$ cat src/cbd_pkg.sv
package cbd_pkg;

  // Defaults for the top-level parameters
  localparam int SIZE_BITS_DEF   = 32;
  localparam int QUEUE_DEPTH_DEF = 2;

  localparam logic [7:0] CH_CR = 8'h0D;
  localparam logic [7:0] CH_LF = 8'h0A;

  // One hex digit carries this many bits of the chunk size (radix 16)
  localparam int HEX_DIGIT_BITS = 4;

  typedef enum logic [1:0] {
    STATUS_BUSY  = 2'd0,
    STATUS_DONE  = 2'd1,
    STATUS_ERROR = 2'd2
  } status_t;

  typedef enum logic [2:0] {
    PH_SIZE    = 3'd0,
    PH_SIZE_LF = 3'd1,
    PH_DATA    = 3'd2,
    PH_DATA_CR = 3'd3,
    PH_DATA_LF = 3'd4,
    PH_DONE    = 3'd5,
    PH_ERROR   = 3'd6
  } phase_t;

  // Classified input word, front to back
  typedef struct packed {
    logic [7:0] raw;
    logic       is_cr;
    logic       is_lf;
    logic       is_hex;
    logic [3:0] hex_val;
  } class_t;

  // Result word, back to output queue
  typedef struct packed {
    logic       data_valid;
    logic [7:0] data_byte;
    logic       chunk_last_byte;
    status_t    status;
  } result_t;

endpackage

$ cat src/http_chunked_body_decoder_top.sv
// Channel | Ports                                   | Dir | Accepted when
// input   | in_push, in_byte, in_full               | in  | in_push && !in_full
// result  | out_pop, out_empty, out_data_valid,     | out | out_pop && !out_empty
//         | out_data_byte, out_chunk_last_byte,     |     |
//         | out_status                              |     |
//
// One word in, one result word out, one per cycle while results are popped;
// the parser's size/phase update adds no register, so the queues alone hold a
// byte on its way: it is written into the classified queue, then into the
// result queue, from which it can be popped.
// rst_n is synchronous, active low, and clears phase, size count and queues.
// A stalled result side fills the output queue, then the input queue, and
// only then raises in_full; the front and back stall independently.
module http_chunked_body_decoder_top #(
  parameter int SIZE_BITS   = cbd_pkg::SIZE_BITS_DEF,   // 8..63
  parameter int QUEUE_DEPTH = cbd_pkg::QUEUE_DEPTH_DEF  // 2 or more
) (
  input  logic       clk,
  input  logic       rst_n,
  input  logic       in_push,
  input  logic [7:0] in_byte,
  output logic       in_full,
  input  logic       out_pop,
  output logic       out_empty,
  output logic       out_data_valid,
  output logic [7:0] out_data_byte,
  output logic       out_chunk_last_byte,
  output logic [1:0] out_status
);

  localparam int CW = $bits(cbd_pkg::class_t);
  localparam int RW = $bits(cbd_pkg::result_t);

  // front -> classified queue
  logic             cq_push, cq_full, cq_empty, cq_pop;
  cbd_pkg::class_t  cq_wdata, cq_rdata;

  // parser -> result queue
  logic             rq_push, rq_full;
  cbd_pkg::result_t rq_wdata, rq_rdata;

  // Classify each accepted byte
  cbd_front u_front (
    .in_push (in_push),
    .in_byte (in_byte),
    .in_full (in_full),
    .q_full  (cq_full),
    .q_push  (cq_push),
    .q_data  (cq_wdata)
  );

  // Decouple the classifier from the parser
  cbd_fifo #(
    .WIDTH (CW),
    .DEPTH (QUEUE_DEPTH)
  ) u_class_q (
    .clk       (clk),
    .rst_n     (rst_n),
    .push      (cq_push),
    .push_data (cq_wdata),
    .full      (cq_full),
    .pop       (cq_pop),
    .pop_data  (cq_rdata),
    .empty     (cq_empty)
  );

  // Run the chunk state machine; advance only when a result slot is free
  cbd_back #(
    .SIZE_BITS (SIZE_BITS)
  ) u_back (
    .clk      (clk),
    .rst_n    (rst_n),
    .q_empty  (cq_empty),
    .q_data   (cq_rdata),
    .q_pop    (cq_pop),
    .res_full (rq_full),
    .res_push (rq_push),
    .res_data (rq_wdata)
  );

  // Hold results until the consumer pops them
  cbd_fifo #(
    .WIDTH (RW),
    .DEPTH (QUEUE_DEPTH)
  ) u_result_q (
    .clk       (clk),
    .rst_n     (rst_n),
    .push      (rq_push),
    .push_data (rq_wdata),
    .full      (rq_full),
    .pop       (out_pop),
    .pop_data  (rq_rdata),
    .empty     (out_empty)
  );

  assign out_data_valid      = rq_rdata.data_valid;
  assign out_data_byte       = rq_rdata.data_byte;
  assign out_chunk_last_byte = rq_rdata.chunk_last_byte;
  assign out_status          = rq_rdata.status;

endmodule

$ cat src/cbd_fifo.sv
// Small first-word-fall-through queue in flops. DEPTH must be 2 or more.
module cbd_fifo #(
  parameter int WIDTH = 8,
  parameter int DEPTH = 2
) (
  input  logic             clk,
  input  logic             rst_n,
  input  logic             push,
  input  logic [WIDTH-1:0] push_data,
  output logic             full,
  input  logic             pop,
  output logic [WIDTH-1:0] pop_data,
  output logic             empty
);

  localparam int PTR_W = $clog2(DEPTH);
  localparam int CNT_W = $clog2(DEPTH + 1);

  logic [WIDTH-1:0] mem_r [DEPTH];
  logic [PTR_W-1:0] wr_ptr_r, wr_ptr_nxt;
  logic [PTR_W-1:0] rd_ptr_r, rd_ptr_nxt;
  logic [CNT_W-1:0] count_r, count_nxt;
  logic             do_push, do_pop;

  assign full     = (count_r == CNT_W'(DEPTH));
  assign empty    = (count_r == '0);
  assign do_push  = push && !full;
  assign do_pop   = pop && !empty;
  assign pop_data = mem_r[rd_ptr_r];

  always_comb begin
    wr_ptr_nxt = wr_ptr_r;
    rd_ptr_nxt = rd_ptr_r;
    count_nxt  = count_r;
    if (do_push) begin
      wr_ptr_nxt = (wr_ptr_r == PTR_W'(DEPTH - 1)) ? '0 : wr_ptr_r + 1'b1;
    end
    if (do_pop) begin
      rd_ptr_nxt = (rd_ptr_r == PTR_W'(DEPTH - 1)) ? '0 : rd_ptr_r + 1'b1;
    end
    if (do_push && !do_pop) begin
      count_nxt = count_r + 1'b1;
    end else if (do_pop && !do_push) begin
      count_nxt = count_r - 1'b1;
    end
  end

  always_ff @(posedge clk) begin
    if (!rst_n) begin
      wr_ptr_r <= '0;
      rd_ptr_r <= '0;
      count_r  <= '0;
    end else begin
      wr_ptr_r <= wr_ptr_nxt;
      rd_ptr_r <= rd_ptr_nxt;
      count_r  <= count_nxt;
    end
  end

  always_ff @(posedge clk) begin
    if (do_push) begin
      mem_r[wr_ptr_r] <= push_data;
    end
  end

endmodule

$ cat src/cbd_front.sv
// Accept raw bytes and classify them for the parser.
module cbd_front (
  input  logic            in_push,
  input  logic [7:0]      in_byte,
  output logic            in_full,
  input  logic            q_full,
  output logic            q_push,
  output cbd_pkg::class_t q_data
);

  assign in_full = q_full;
  assign q_push  = in_push && !q_full;

  always_comb begin
    q_data         = '0;
    q_data.raw     = in_byte;
    q_data.is_cr   = (in_byte == cbd_pkg::CH_CR);
    q_data.is_lf   = (in_byte == cbd_pkg::CH_LF);
    if (in_byte >= 8'h30 && in_byte <= 8'h39) begin
      q_data.is_hex  = 1'b1;
      q_data.hex_val = in_byte[3:0];
    end else if ((in_byte >= 8'h41 && in_byte <= 8'h46) ||
                 (in_byte >= 8'h61 && in_byte <= 8'h66)) begin
      // letters a..f share low bits 1..6 in both cases
      q_data.is_hex  = 1'b1;
      q_data.hex_val = 4'(in_byte[2:0] + 4'd9);
    end
  end

endmodule

$ cat src/cbd_back.sv
// Chunk parser: consume classified words, produce one result word each.
module cbd_back #(
  parameter int SIZE_BITS = cbd_pkg::SIZE_BITS_DEF
) (
  input  logic             clk,
  input  logic             rst_n,
  input  logic             q_empty,
  input  cbd_pkg::class_t  q_data,
  output logic             q_pop,
  input  logic             res_full,
  output logic             res_push,
  output cbd_pkg::result_t res_data
);

  localparam int DB = cbd_pkg::HEX_DIGIT_BITS;

  cbd_pkg::phase_t phase_r, phase_nxt;
  logic [SIZE_BITS-1:0] remaining_r, remaining_nxt;
  logic                 seen_r, seen_nxt;
  logic                 last_r, last_nxt;
  logic                 fire;
  logic                 overflow;
  logic                 rem_one;

  assign fire     = !q_empty && !res_full;
  assign q_pop    = fire;
  assign res_push = fire;
  assign overflow = (remaining_r[SIZE_BITS-1 -: DB] != '0);
  assign rem_one  = (remaining_r == SIZE_BITS'(1));

  // Next state
  always_comb begin
    phase_nxt     = phase_r;
    remaining_nxt = remaining_r;
    seen_nxt      = seen_r;
    last_nxt      = last_r;
    if (fire) begin
      case (phase_r)
        cbd_pkg::PH_SIZE: begin
          if (q_data.is_cr) begin
            phase_nxt = seen_r ? cbd_pkg::PH_SIZE_LF : cbd_pkg::PH_ERROR;
          end else if (!q_data.is_hex || overflow) begin
            phase_nxt = cbd_pkg::PH_ERROR;
          end else begin
            remaining_nxt = {remaining_r[SIZE_BITS-DB-1:0], q_data.hex_val};
            seen_nxt      = 1'b1;
          end
        end
        cbd_pkg::PH_SIZE_LF: begin
          if (!q_data.is_lf) begin
            phase_nxt = cbd_pkg::PH_ERROR;
          end else if (remaining_r == '0) begin
            last_nxt  = 1'b1;
            phase_nxt = cbd_pkg::PH_DATA_CR;
          end else begin
            phase_nxt = cbd_pkg::PH_DATA;
          end
        end
        cbd_pkg::PH_DATA: begin
          remaining_nxt = remaining_r - 1'b1;
          if (rem_one) begin
            phase_nxt = cbd_pkg::PH_DATA_CR;
          end
        end
        cbd_pkg::PH_DATA_CR: begin
          phase_nxt = q_data.is_cr ? cbd_pkg::PH_DATA_LF : cbd_pkg::PH_ERROR;
        end
        cbd_pkg::PH_DATA_LF: begin
          if (!q_data.is_lf) begin
            phase_nxt = cbd_pkg::PH_ERROR;
          end else if (last_r) begin
            phase_nxt = cbd_pkg::PH_DONE;
          end else begin
            phase_nxt     = cbd_pkg::PH_SIZE;
            remaining_nxt = '0;
            seen_nxt      = 1'b0;
          end
        end
        default: begin
          phase_nxt = cbd_pkg::PH_ERROR;
        end
      endcase
    end
  end

  // Result word
  always_comb begin
    res_data = '0;
    if (phase_r == cbd_pkg::PH_DATA) begin
      res_data.data_valid      = 1'b1;
      res_data.data_byte       = q_data.raw;
      res_data.chunk_last_byte = rem_one;
    end
    case (phase_nxt)
      cbd_pkg::PH_DONE:  res_data.status = cbd_pkg::STATUS_DONE;
      cbd_pkg::PH_ERROR: res_data.status = cbd_pkg::STATUS_ERROR;
      default:           res_data.status = cbd_pkg::STATUS_BUSY;
    endcase
  end

  always_ff @(posedge clk) begin
    if (!rst_n) begin
      phase_r     <= cbd_pkg::PH_SIZE;
      remaining_r <= '0;
      seen_r      <= 1'b0;
      last_r      <= 1'b0;
    end else begin
      phase_r     <= phase_nxt;
      remaining_r <= remaining_nxt;
      seen_r      <= seen_nxt;
      last_r      <= last_nxt;
    end
  end

  a_error_sticky: assert property (@(posedge clk) disable iff (!rst_n)
    phase_r == cbd_pkg::PH_ERROR |=> phase_r == cbd_pkg::PH_ERROR)
    else $error("error phase left before reset");

  a_data_has_count: assert property (@(posedge clk) disable iff (!rst_n)
    phase_r == cbd_pkg::PH_DATA |-> remaining_r != '0)
    else $error("payload phase with zero bytes left");

  a_last_needs_valid: assert property (@(posedge clk) disable iff (!rst_n)
    res_push && res_data.chunk_last_byte |-> res_data.data_valid)
    else $error("chunk end flagged on a non-payload word");

  a_chunk_end_to_cr: assert property (@(posedge clk) disable iff (!rst_n)
    res_push && res_data.chunk_last_byte |=> phase_r == cbd_pkg::PH_DATA_CR)
    else $error("chunk end not followed by CR wait");

endmodule
$ cat config.mk
export PLATFORM = sky130hd
export DESIGN_NAME = http_chunked_body_decoder_top
export DESIGN_NICKNAME = d
export VERILOG_FILES = /design/src/cbd_pkg.sv /design/src/http_chunked_body_decoder_top.sv /design/src/cbd_fifo.sv /design/src/cbd_front.sv /design/src/cbd_back.sv
export SDC_FILE = /design/constraint.sdc
export NUM_CORES = 1
export LEC_CHECK = 0
export BUFFER_PORTS_ARGS = -buffer_cell sky130_fd_sc_hd__buf_2
export CORE_UTILIZATION = 40
export DETAILED_ROUTE_END_ITERATION = 10
export PLACE_DENSITY_LB_ADDON = 0.1
export RECOVER_POWER = 100
export SKIP_CTS_REPAIR_TIMING = 1
export SYNTH_ARGS = -nofsm -noshare
export SYNTH_HDL_FRONTEND = slang
export SYNTH_SLANG_ARGS = --single-unit
$ cat constraint.sdc
create_clock -name clk -period 2.5 [get_ports clk]
set_input_delay 0.125 -clock clk [delete_from_list [all_inputs] [get_ports clk]]
set_output_delay 0.125 -clock clk [all_outputs]
set_load 0.02 [all_outputs]
; ---- Yosys cells after proc, flatten, opt, wreduce, memory -nomap -nowiden
; Memory sizes are Yosys's and may differ from the RTL's. A register that Yosys moved wholly into a read port is not among the register bits.
; Index checks and enable logic that the tools add are counted.
[word_totals]
register_bits = 45
latch_bits = 0
mem_bits_rw = 54
mem_bits_ro = 0
out_inout_bits = 14
n_memories = 2
[classes]
add_sub_neg = 10
mul = 0
div = 0
n_lt_le_gt_ge = 6
eq_ne = 15
shifts = 0
mux = 41
n_bitwise = 0
n_reduce_logical = 36
[memory_table]
columns = name, words, width, read_ports, rd_clocked_by_memory_dff, wr, line_no
row1 = u_class_q.mem_r, 2, 15, 1, 1, 1, cbd_fifo.sv:19  ; logic [WIDTH-1:0] mem_r [DEPTH];
row2 = u_result_q.mem_r, 2, 12, 1, 1, 1, cbd_fifo.sv:19
[ops]
columns = operator, count
row1 = $mux 32, 4
row2 = $pmux 32 s3, 1
row3 = $eq 32x1->1 const B, 1
row4 = $logic_not 32->1, 1
row5 = $sub 32x1->32 const B, 1
row6 = $mux 3, 8
row7 = $mux 1, 17
row8 = $eq 8x4->1 const B, 2
row9 = $ge 8x7->1 const B, 2
row10 = $le 8x7->1 const B, 2
row11 = $pmux 3 s5, 1
row12 = $logic_and 1x1->1, 13
row13 = $reduce_and 6->1, 2
row14 = $mux 10, 1
row15 = $mux 2, 5
row16 = $mux 5, 2
row17 = $eq 3x3->1 const B, 3
row18 = $logic_not 1->1, 9
row19 = $ge 8x6->1 const B, 1
row20 = $le 8x6->1 const B, 1
row21 = $eq 3x2->1 const B, 2
row22 = $ne 2x2->1 const B, 3
row23 = $reduce_bool 2->1, 3
row24 = $add 1x1->1 const B, 4
row25 = 14 further kinds, 19

; ---- Depth between registers and ports, before layout
; Gate-level depths: netlist of run 1.
[depth]
ltp_word = 8
mapped_depth = 8
mapped_depth_nobuf = 7

; ---- Modules after synthesis
; From an unflattened synthesis of run 1, not the netlist that was laid out.
[hier_totals]
cells_unflattened = 522
area_unflattened_um2 = 5323.9
[by_module_without_submodules]
columns = module, instances, cells_per_inst, area_per_inst_um2
row1 = cbd_back, 1, 349, 2610.0
row2 = cbd_fifo (u_class_q), 1, 72, 1316.3
row3 = cbd_fifo (u_result_q), 1, 62, 1094.8
row4 = cbd_front, 1, 39, 302.8

; ---- Least setup slack after synthesis of run 1
; OpenSTA, ideal clock, no wires.
[synth_timing]
path_kind = reg-to-reg
start = register u_back.remaining_r[28]
end = register u_back.remaining_r[14]
setup_time_ns = 0.140
arrival_time_ns = 2.082
setup_slack_ns = 0.279
path_stages_with_launch = 8
n_path_buf = 2
synth_period_minus_slack_ns = 2.221
path_cell_list = dfxtp_1 > or4_1 > or3_1 > buf_6 > a211o_4 > buf_6 > a21oi_1 > o32ai_2
[synth_via]
elab_chain_len = 4
[synth_lines]
columns = element, line_no
row1 = start: declaration, cbd_back.sv:18  ; logic [SIZE_BITS-1:0] remaining_r, remaining_nxt;
row2 = start signal: assignment, cbd_back.sv:109  ; remaining_r <= remaining_nxt;
row3 = $reduce_bool 4->1, cbd_back.sv:28  ; assign overflow = (remaining_r[SIZE_BITS-1 -: DB] != '0);
row4 = $logic_or 1x1->1, cbd_back.sv:42  ; end else if (!q_data.is_hex || overflow) begin
row5 = $ne 2x2->1 (no line), --
row6 = $reduce_and 6->1 (no line), --
; No other way between the ends.
; A chain may end at the register's enable or synchronous reset.

; ---- Worst setup path in the final report of run 1
[layout_timing]
start = register u_back.remaining_r[28]
end = register u_back.remaining_r[24]
; The elaborated chain is that of the path after synthesis.

==> impl_results.md, run 1 <==
- DR vias/cell: 5.77
- Max-capacitance violation count: 0
- Top post-synthesis cells by area: edfxtp_1 30%, dfxtp_1 18%, nor2_1 3.7%
- Post-synth EDFFs: 54
- Initial DRC Count: 248
- Antenna viol nets, final: 0
- Worst-margin pin slew: 954 ps
- CTS Buf Count: 9
- Post-route DRC violation count: 0
- Period utilization: 0.962
- Top FF cell, synth: edfxtp_1
- GR Overflow Total: 0
- Max-slew violations: 0
- Cell family with most CP delay: simple AND/OR/NAND/NOR gates
- Via Count: 4,224
- H-tree depth: 3
- Number of global-route vias before repair: 4,083
- Skew-Pair Late Insertion Delay: 360 ps
- Root buffer cell: clkbuf_16
- Slowest stage delay, CP: 570 ps
- Clk sink count: 101
- GRT Util Overall: 0.193
- CP max FO: 34
- Relative slew slack: 0.364
- Synthesized cell area: 5340 µm²
- CTS max path bufs: 2
- Pleak: 2.13 nW
- Clk pin slew, worst setup/hold paths: 80 ps
- Critical path required time: 2800 ps
- Die height: 118 µm
- Top cell type's share of synthesized area: 0.303
- Post-Layout Cell Count: 732
- Maximum vdd drop: 0.493 mV
- Endpoints failing setup: 0
- CP endpoint kind: flop
- Synthesized instance count: 515
- Hold crit path type: in2reg
- Routability congestion estimate: 0.830
- Synthesized Nets: 536
- Kind of critical path: reg2reg
- RSZ-0062 raised after global routing: no
- Commonest cells in the synthesized netlist: 54 x edfxtp_1, 53 x nor2_1, 47 x dfxtp_1
- P per Cell Area: 1480 nW/µm²
- Row cnt: 41
- Tmin final: 2400 ps
- Setup TNS Final: 0 ps
- FF+latch count, synth: 101
- Ant diodes: 0
- Final Hold Fails: 0
- Final #Nets: 576
- Area Growth Syn to Fin: 12.5%
- Pin count of the biggest net entering global routing: 41
- Core ar.: 12,800 µm²
- TritonRoute pass-1 iters: 5
- Status: finished, final reports clean
- Fin util: 0.469
- Die area: 13,800 µm²
- Sequential fraction of the synthesis area: 0.480
- Cell with the most instances after synthesis: edfxtp_1
- Cell variety after synth: 77
- CP startpoint kind: flop
- Port bufs: 25
- FF-to-FF setup slack: 100 ps
- Setup Skew: 9.33 ps
- Synth warnings: 0
- Post-DP HPWL: 8780 µm
- CP cell instances: or4_1 > or3_1 > a211o_4 > a21oi_1 > o221a_1
- Routed length per placed instance: 17.6 µm
- Asr flop ratio synth: 0
- Worst EP arrival: 2700 ps
- Area leader, netlist: edfxtp_1
- TritonCTS clock tree: built
- Slowest cell on crit path: or4_1
- First-pass GRT wire length: 21,300 µm
- Share of cells above drive strength 1: 0.170
- Cells after DPL: 716
- Initial Utilization: 0.417
- Post-synthesis area per instance: 10.4 µm²
- Die Wd: 118 µm
- WL final: 12,900 µm
- Max Fclk: 416 MHz
- Buf/Inv on CP: 0
- Initial antenna violation count: 0
- IO Count: 26
cells in the final DEF, fill, tap and decap left out, types with 8 or more instances in the layout:
master / synthesis / layout
clkbuf_1: 18 / 26
a21oi_1: 27 / 29
buf_4: 1 / 31
o21ai_0: 10 / 19
mux2i_1: 16 / 15
nor3_1: 20 / 21
nand2_1: 33 / 33
mux2_2: 15 / 15
ha_1: 9 / 9
inv_1: 16 / 16
clkbuf_16: 0 / 9
nor4_1: 9 / 9
edfxtp_1: 54 / 54
a31oi_1: 9 / 9
dfxtp_1: 47 / 47
nor2_1: 53 / 53
o22ai_1: 8 / 8
o21ai_1: 19 / 10
layer usage:
metal,up-vias,track usage,share of wire
li1,2054,-,-
met1,2073,0.279,0.50
met2,83,0.292,0.45
met3,14,0.0281,0.035
met4,0,0.0705,0.016
met5,-,0,0
registers in the layout, summed over array words and instances (netlist names), named ones only:
| register | count |
|---|---|
| u_result_q.rd_ptr_r | 1 |
| u_class_q.count_r | 2 |
| u_class_q.rd_ptr_r | 1 |
| u_result_q.wr_ptr_r | 1 |
| u_back.last_r | 1 |
| u_class_q.mem_r | 30 |
| u_back.seen_r | 1 |
| u_back.remaining_r | 32 |
| u_result_q.count_r | 2 |
| u_result_q.mem_r | 24 |
| u_back.phase_r | 3 |
| u_class_q.wr_ptr_r | 1 |
area by class of cell:
type                            count  area, µm²
Sequential cell                   101       2560
Tap cell                          172        215
Timing Repair Buffer               63        375
Inverter                           17       63.8
Clock inverter                      7       83.8
Clock buffer                        9        225
Fill cell                        1243       6820
Multi-Input combinational cell    363       2480
power by group:
group	switching [W]	total [W]	internal (W)
logic	0.00297	0.00489	0.00193
registers	0.000294	0.00254	0.00225
clock network	0.000682	0.00148	0.000800
total	0.00394	0.00892	0.00498
path summary, 6_finish.rpt:
kind                            end                    from  cells past startpoint
max          u_back.remaining_r[24]  u_back.remaining_r[28]                      5
min          u_class_q.mem_r[0][13]              in_byte[6]                      1
max reg2reg  u_back.remaining_r[24]  u_back.remaining_r[28]                      5
min reg2reg           u_back.last_r           u_back.last_r                      1
kinds of logic after synthesis:
| kind of cell | count (synthesis) | synth area share |
|---|---|---|
| AOI/OAI and AO/OA | 139 | 0.194 |
| xor gates and xnor gates | 10 | 0.0164 |
| adders and majority gates | 9 | 0.0211 |
| buffers and inverters | 51 | 0.0527 |
| DFF | 101 | 0.480 |
| muxes | 31 | 0.0616 |
| and+or+nand+nor | 174 | 0.174 |
through the flow:
step | power, W | hold WS [ps] | instance area (µm²) | worst slack [ps]
floorplan | 0.00602 | 224 | 5340 | 279
global placement | 0.00748 | 357 | 5760 | 165
detailed placement | 0.00754 | 363 | 5760 | 107
CTS | 0.00904 | -12.1 | 6070 | 94.0
global route | 0.00952 | 69.0 | 6010 | 19.6
finish | 0.00892 | 71.4 | 6010 | 96.2
worst reg2reg max path, delay by kind of cell, from the launching register on:
family           cells  cell delay (ps)
AND/OR/NAND/NOR      2             1050
AO/OA/AOI/OAI        3              940
flip-flops           1              360
Note: power is estimated with default switching activity, not from simulation.
==> run 2: changes to the inputs <==
==> constraint.sdc (replaced) <==
create_clock -name clk -period 2.2 [get_ports clk]
set_input_delay 0.11 -clock clk [delete_from_list [all_inputs] [get_ports clk]]
set_output_delay 0.11 -clock clk [all_outputs]
set_load 0.02 [all_outputs]
==> run 2 against run 1 <==
- register-to-register slack worse by 90 ps
- global-route usage rose by 0.44 points
- non-clock buffer count up 32
- sequential share of layout area shrank 2.7 points
- sequential cell count stayed put
- sequential power up 12%
- worst setup slack worse by 88 ps
- final cell count rose by 4.6%
- combinational power is 33% higher
==> impl_results.md, run 2 (synthesis results as in run 1) <==
- Status: finished, final reports clean
- Relative slew slack: 0.349 (-0.0148)
- RSZ-0062 raised after global routing: yes
- First-pass GRT wire length: 21,400 µm (+0.71%)
- Share of cells above drive strength 1: 0.261 (+0.0913)
- CP endpoint kind: flop
- Maximum vdd drop: 0.693 mV (+41%)
- Area Growth Syn to Fin: 20.1%
- Routed length per placed instance: 18.0 µm (+1.8%)
- Worst-margin pin slew: 976 ps (+22.1 ps)
- Clk sink count: 101 (unchanged)
- GRT Util Overall: 0.197 (+0.00443)
- Reg-to-reg critical path startpoint: u_back.remaining_r[28]
- Fill cells: 1,199 (-3.5%)
- Sw frac: 0.434 (-0.00755)
- Register area: 2560 µm² (about the same)
- Max FFs per register: 32 (unchanged)
- Via Count: 4,412 (+4.5%)
- Logic pwr share: 0.594 (+0.045)
- Power share of the sequential group: 0.260 (-0.025)
- Number of global-route vias before repair: 4,031 (-1.3%)
- Port bufs: 25 (unchanged)
- Tmin final: 2190 ps (-212 ps)
- Die area: 13,800 µm² (unchanged)
- Worst slack, placed: -103 ps (-210 ps)
- Skew-Pair Late Insertion Delay: 360 ps (about the same)
- Pleak: 2.34 nW (+9.8%)
- Final Hold Fails: 0 (unchanged)
- Initial antenna violation count: 0 (unchanged)
- PnR worst setup slack: 7.76 ps (-88.4 ps)
- Period utilization: 0.996 (+0.0349)
- Max Fclk: 456 MHz (+9.7%)
- CP max FO: 8 (-76%)
- Clk pin slew, worst setup/hold paths: 70 ps (about the same)
- CP startpoint kind: flop
- Ant diodes: 0 (unchanged)
- Multi-input gate area: 2620 µm² (+5.6%)
- Top reg by flops: u_back.remaining_r
- Endpoints failing setup: 0 (unchanged)
- GR Overflow Total: 0 (unchanged)
- Critical path required time: 2450 ps (-350 ps)
- P per Cell Area: 1710 nW/µm² (+15%)
- Max-slew violations: 0 (unchanged)
- Hold_sp: in_byte[0]
- Row cnt: 41 (unchanged)
- Crit path from: u_back.remaining_r[28]
- Biggest regs: u_back.remaining_r (32), u_class_q.mem_r (30), u_result_q.mem_r (24)
- CTS Buf Count: 9 (unchanged)
- Final #Nets: 610 (+5.9%)
- Routability congestion estimate: 0.809 (-2.4%)
- Initial Utilization: 0.417 (unchanged)
- Setup TNS Final: 0 ps (unchanged)
- P_sw: 0.00476 W (+21%)
- CTS max path bufs: 2 (unchanged)
- Highest-count cells in the layout ignoring fill and taps: 55 x buf_4, 54 x edfxtp_1, 53 x nor2_1
- Worst EP arrival: 2440 ps (-260 ps)
- Kind of critical path: reg2reg
- Post-DP HPWL: 8910 µm (+1.5%)
- IO Count: 26 (unchanged)
- Die Wd: 118 µm (unchanged)
- DR vias/cell: 5.76 (-0.19%)
- Fin util: 0.500 (+0.0318)
- Post-route DRC violation count: 0 (unchanged)
- Hold crit path type: in2reg
- P_int: 0.00620 W (+25%)
- Die height: 118 µm (unchanged)
- Max-capacitance violation count: 0 (unchanged)
- TritonCTS clock tree: built
- H-tree depth: 3 (unchanged)
- Setup Skew: 7.00 ps (-2.33 ps)
- Most common cell after layout, fill and taps aside: buf_4
- Initial DRC Count: 316 (+27%)
- TritonRoute pass-1 iters: 5 (unchanged)
- Clk pwr share: 0.146 (-0.020)
- Core ar.: 12,800 µm² (unchanged)
- WL final: 13,800 µm (+6.6%)
- Pin count of the biggest net entering global routing: 41 (unchanged)
- Antenna viol nets, final: 0 (unchanged)
- Root buffer cell: clkbuf_16
## run 2: cell types whose count changed in the layout (fill, tap and decap cells not counted), sizes merged
cell	before	now
clkbuf	37	25
a211o	2	4
clkinv	2	3
dlygate4sd3	0	5
buf	35	76
inv	21	18
## run 2: final timing paths
path / endpoint / slack, ps / depth (start not counted)
worst max-delay path: u_back.remaining_r[24] / 8 / 6
worst min-delay path: u_class_q.mem_r[1][7] / 90 / 1
worst max register to register: u_back.remaining_r[24] / 8 / 6
worst min register to register: u_result_q.rd_ptr_r / 510 / 2
## run 2: worst max-delay path, stage by stage (launching register included)
cell	delay, ps
dfxtp_2	330
or4_4	550
or3_4	410
a211oi_4	310
buf_6	200
nand3_2	70
o221a_1	230
## run 2: area by class of cell
cell class	count	share of cell area
clock buffers	11	0.0363
clock inverters	5	0.00936
inverters	17	0.00994
multi-input cells	365	0.409
flip-flops and latches	101	0.399
well taps	172	0.0335
repair buffers	95	0.103
## run 2: per-stage QoR
| step | power, W | hold WS [ps] | instance area, µm² | std cells |
|---|---|---|---|---|
| final | 0.0110 | 88.9 | 6420 | 766 |
| after floorplan | 0.00685 | 209 | 5340 | 515 |
| after global routing | 0.0116 | 96.6 | 6420 | 766 |
| after detailed placement | 0.00892 | 354 | 5950 | 742 |
| after CTS | 0.0106 | -18.7 | 6240 | 758 |
| after global placement | 0.00889 | 347 | 5950 | 742 |
## run 2: power by group through the flow
| stage | combinational (W) | clock (W) | sequential (W) |
|---|---|---|---|
| after floorplan | 0.00403 | 0 | 0.00281 |
| after global placement | 0.00603 | 0 | 0.00285 |
| after detailed placement | 0.00604 | 0 | 0.00287 |
| after CTS | 0.00608 | 0.00164 | 0.00283 |
| after global routing | 0.00704 | 0.00171 | 0.00290 |
| final | 0.00651 | 0.00160 | 0.00285 |
## run 2: layer usage
| layer | part of all wire | wire, µm | vias up | GRT usage |
|---|---|---|---|---|
| met1 | 0.48 | 6550 | 2146 | 0.280 |
| li1 | - | - | 2119 | - |
| met4 | 0.0084 | 115 | 0 | 0.0529 |
| met3 | 0.059 | 816 | 10 | 0.0484 |
| met5 | 0 | 0 | - | 0 |
| met2 | 0.46 | 6280 | 137 | 0.299 |
==> run 3: changes to the inputs <==
--- a/config.mk
+++ b/config.mk
@@ -6,6 +6,7 @@
 export NUM_CORES = 1
 export LEC_CHECK = 0
 export BUFFER_PORTS_ARGS = -buffer_cell sky130_fd_sc_hd__buf_2
+export CORE_ASPECT_RATIO = 0.9
 export CORE_UTILIZATION = 40
 export DETAILED_ROUTE_END_ITERATION = 10
 export PLACE_DENSITY_LB_ADDON = 0.1
==> run 3 against run 2 <==
- the run now ends with setup timing left
- critical path depth rose by 1
- utilization rose by 0.52 points
- sequential share of layout area fell by 0.61 points
- register-to-register slack got worse by 30 ps
- sequential cell count did not move
==> impl_results.md, run 3 (synthesis results as in run 1) <==
- Status: complete, but fails checks
- Violated checks: setup timing
- Worst-margin pin slew: 909 ps (-67.6 ps)
- Fin util: 0.506 (+0.00524)
- Post-route DRC violation count: 0 (unchanged)
- Most common cell after layout, fill and taps aside: buf_4
- CTS Buf Count: 9 (unchanged)
- WL final: 14,300 µm (+3.9%)
- Antenna viol nets, final: 0 (unchanged)
- P_int: 0.00630 W (+1.6%)
- Initial Utilization: 0.415 (-0.00186)
- Clk pin slew, worst setup/hold paths: 70 ps (about the same)
- Maximum vdd drop: 0.563 mV (-19%)
- Setup TNS Final: -91.1 ps (-91.1 ps)
- Initial DRC Count: 374 (+18%)
- Met3 Use GR: 0.0466 (-0.00183)
- Logic pwr share: 0.610 (+0.016)
- Power share of the sequential group: 0.255 (-0.005)
- Endpoints failing setup: 6 (+6)
- Routability congestion estimate: 0.849 (+4.9%)
- Final Hold Fails: 0 (unchanged)
- IO Count: 26 (unchanged)
- Hold crit path type: in2reg
- Max-capacitance violation count: 0 (unchanged)
- CP startpoint kind: flop
- Tmin final: 2220 ps (+29.4 ps)
- Worst EP arrival: 2460 ps (+20 ps)
- Die Wd: 124 µm (+5.3%)
- Grt met2 use: 0.297 (-0.00178)
- Pin count of the biggest net entering global routing: 35 (-15%)
- Skew-Pair Late Insertion Delay: 350 ps (about the same)
- Hold Crit Endpoint: u_class_q.mem_r[0][14]
- TritonCTS clock tree: built
- Post-Layout Cell Count: 765 (-0.13%)
- Share of cells above drive strength 1: 0.255 (-0.00637)
- Biggest regs: u_back.remaining_r (32), u_class_q.mem_r (30), u_result_q.mem_r (24)
- P per Cell Area: 1720 nW/µm² (+0.77%)
- Critical path required time: 2440 ps (about the same)
- Ant diodes: 0 (unchanged)
- Kind of critical path: reg2reg
- Row cnt: 39 (-4.9%)
- DR vias/cell: 5.79 (+0.47%)
- PnR worst setup slack: -21.6 ps (-29.4 ps)
- Post-DP HPWL: 9120 µm (+2.4%)
- Sw frac: 0.438 (+0.00349)
- Number of global-route vias before repair: 4,216 (+4.6%)
- Worst slack, placed: -140 ps (-37.0 ps)
- First-pass GRT wire length: 21,700 µm (+1.1%)
- Clk sink count: 101 (unchanged)
- CP max FO: 7 (-1)
- Via Count: 4,427 (+0.34%)
- Setup Skew: 10.2 ps (+3.17 ps)
- Final #Nets: 617 (+1.1%)
- Top reg by flops: u_back.remaining_r
- Reg-to-reg critical path startpoint: u_back.remaining_r[28]
- Port bufs: 25 (unchanged)
- Cells after DPL: 735 (-0.94%)
- Hold Crit Depth: 1 (unchanged)
- RSZ-0062 raised after global routing: yes
- Max-slew violations: 0 (unchanged)
- CP endpoint kind: flop
- Grt peak-use layer: met1
- Fill cells: 1,233 (+2.8%)
- CTS max path bufs: 2 (unchanged)
- Clk pwr share: 0.135 (-0.011)
- Relative slew slack: 0.394 (+0.0451)
- Max FFs per register: 32 (unchanged)
- Worst R2R Path Depth: 7 (+1)
- GR Overflow Total: 0 (unchanged)
- Die height: 112 µm (-5.0%)
- GRT Util Overall: 0.205 (+0.00732)
- Die area: 13,800 µm² (unchanged)
- Pleak: 2.36 nW (+0.62%)
- Period utilization: 1.01 (+0.0134)
- Initial antenna violation count: 0 (unchanged)
- H-tree depth: 3 (unchanged)
- P_sw: 0.00491 W (+3.1%)
- Worst Hold Slack: 82.5 ps (-6.42 ps)
- Max Fclk: 450 MHz (-1.3%)
- Area Growth Syn to Fin: 21.9%
- Root buffer cell: clkbuf_16
- TritonRoute pass-1 iters: 5 (unchanged)
- Routed length per placed instance: 18.7 µm (+4.0%)
- FF-to-FF End: u_back.remaining_r[7]
- M1 GR Usage: 0.300 (+0.0205)
- Highest-count cells in the layout ignoring fill and taps: 57 x buf_4, 54 x edfxtp_1, 53 x nor2_1
- FF-to-FF setup slack: -20 ps (-30 ps)
- Core ar.: 12,900 µm² (+0.45%)
- Hold_sp: in_byte[7]
run 3: changes by cell type in the layout (fill, tap and decap cells not counted), moves of 2 or more:
cell,delta
buf_2,-12
clkbuf_1,+11
buf_12,+4
a21oi_1,-3
a21oi_2,+3
buf_4,+2
clkbuf_16,+2
clkinv_2,+2
dlygate4sd3_1,-2
o21ai_1,+2
run 3: area by class of cell:
cell class	count	area, µm²	share of cell area
flip-flops and latches	101	2560	0.393
inverters	17	63.8	0.00980
repair buffers	102	779	0.120
clock buffers	10	229	0.0352
clock inverters	6	46.3	0.00711
well taps	164	205	0.0315
multi-input cells	365	2630	0.403
run 3: metal layers:
metal / vias up / wire length [µm]
li1: 2128 / -
met1: 2160 / 7080
met2: 125 / 6320
met3: 14 / 709
met4: 0 / 182
met5: - / 0
run 3: how the worst max path moves through the flow:
stage	startpoint	endpoint	slack, ps	cells past startpoint
after floorplan	flop	u_back.remaining_r[14]	20	8
after CTS	u_back.remaining_r[28]	u_back.remaining_r[14]	-150	5
after detailed placement	u_back.remaining_r[28]	u_back.remaining_r[14]	-140	5
after global placement	u_back.remaining_r[28]	u_back.remaining_r[13]	-70	5
after global routing	u_back.remaining_r[28]	u_back.remaining_r[7]	-80	7
final	u_back.remaining_r[28]	u_back.remaining_r[7]	-20	7
run 3: power by group through the flow:
| stage | clock network, W | registers [W] | logic, W |
|---|---|---|---|
| 4_1_cts | 0.00155 | 0.00284 | 0.00618 |
| 3_3_place_gp | 0 | 0.00286 | 0.00611 |
| 3_5_place_dp | 0 | 0.00288 | 0.00615 |
| 6_report | 0.00151 | 0.00286 | 0.00684 |
| 5_1_grt | 0.00162 | 0.00292 | 0.00735 |
| 2_1_floorplan | 0 | 0.00281 | 0.00403 |
run 3: critical path: stages (launching register included):
cell	delay, ps
dfxtp_1	310
or4_4	540
or3_4	420
a211oi_4	260
buf_4	180
clkbuf_16	140
o21ai_1	60
a31o_1	210
run 3: through the flow:
stage	instance area (µm²)	power, W
after floorplan	5340	0.00685
after global placement	5980	0.00897
after CTS	6260	0.0106
after detailed placement	5980	0.00903
after global routing	6510	0.0119
final	6510	0.0112
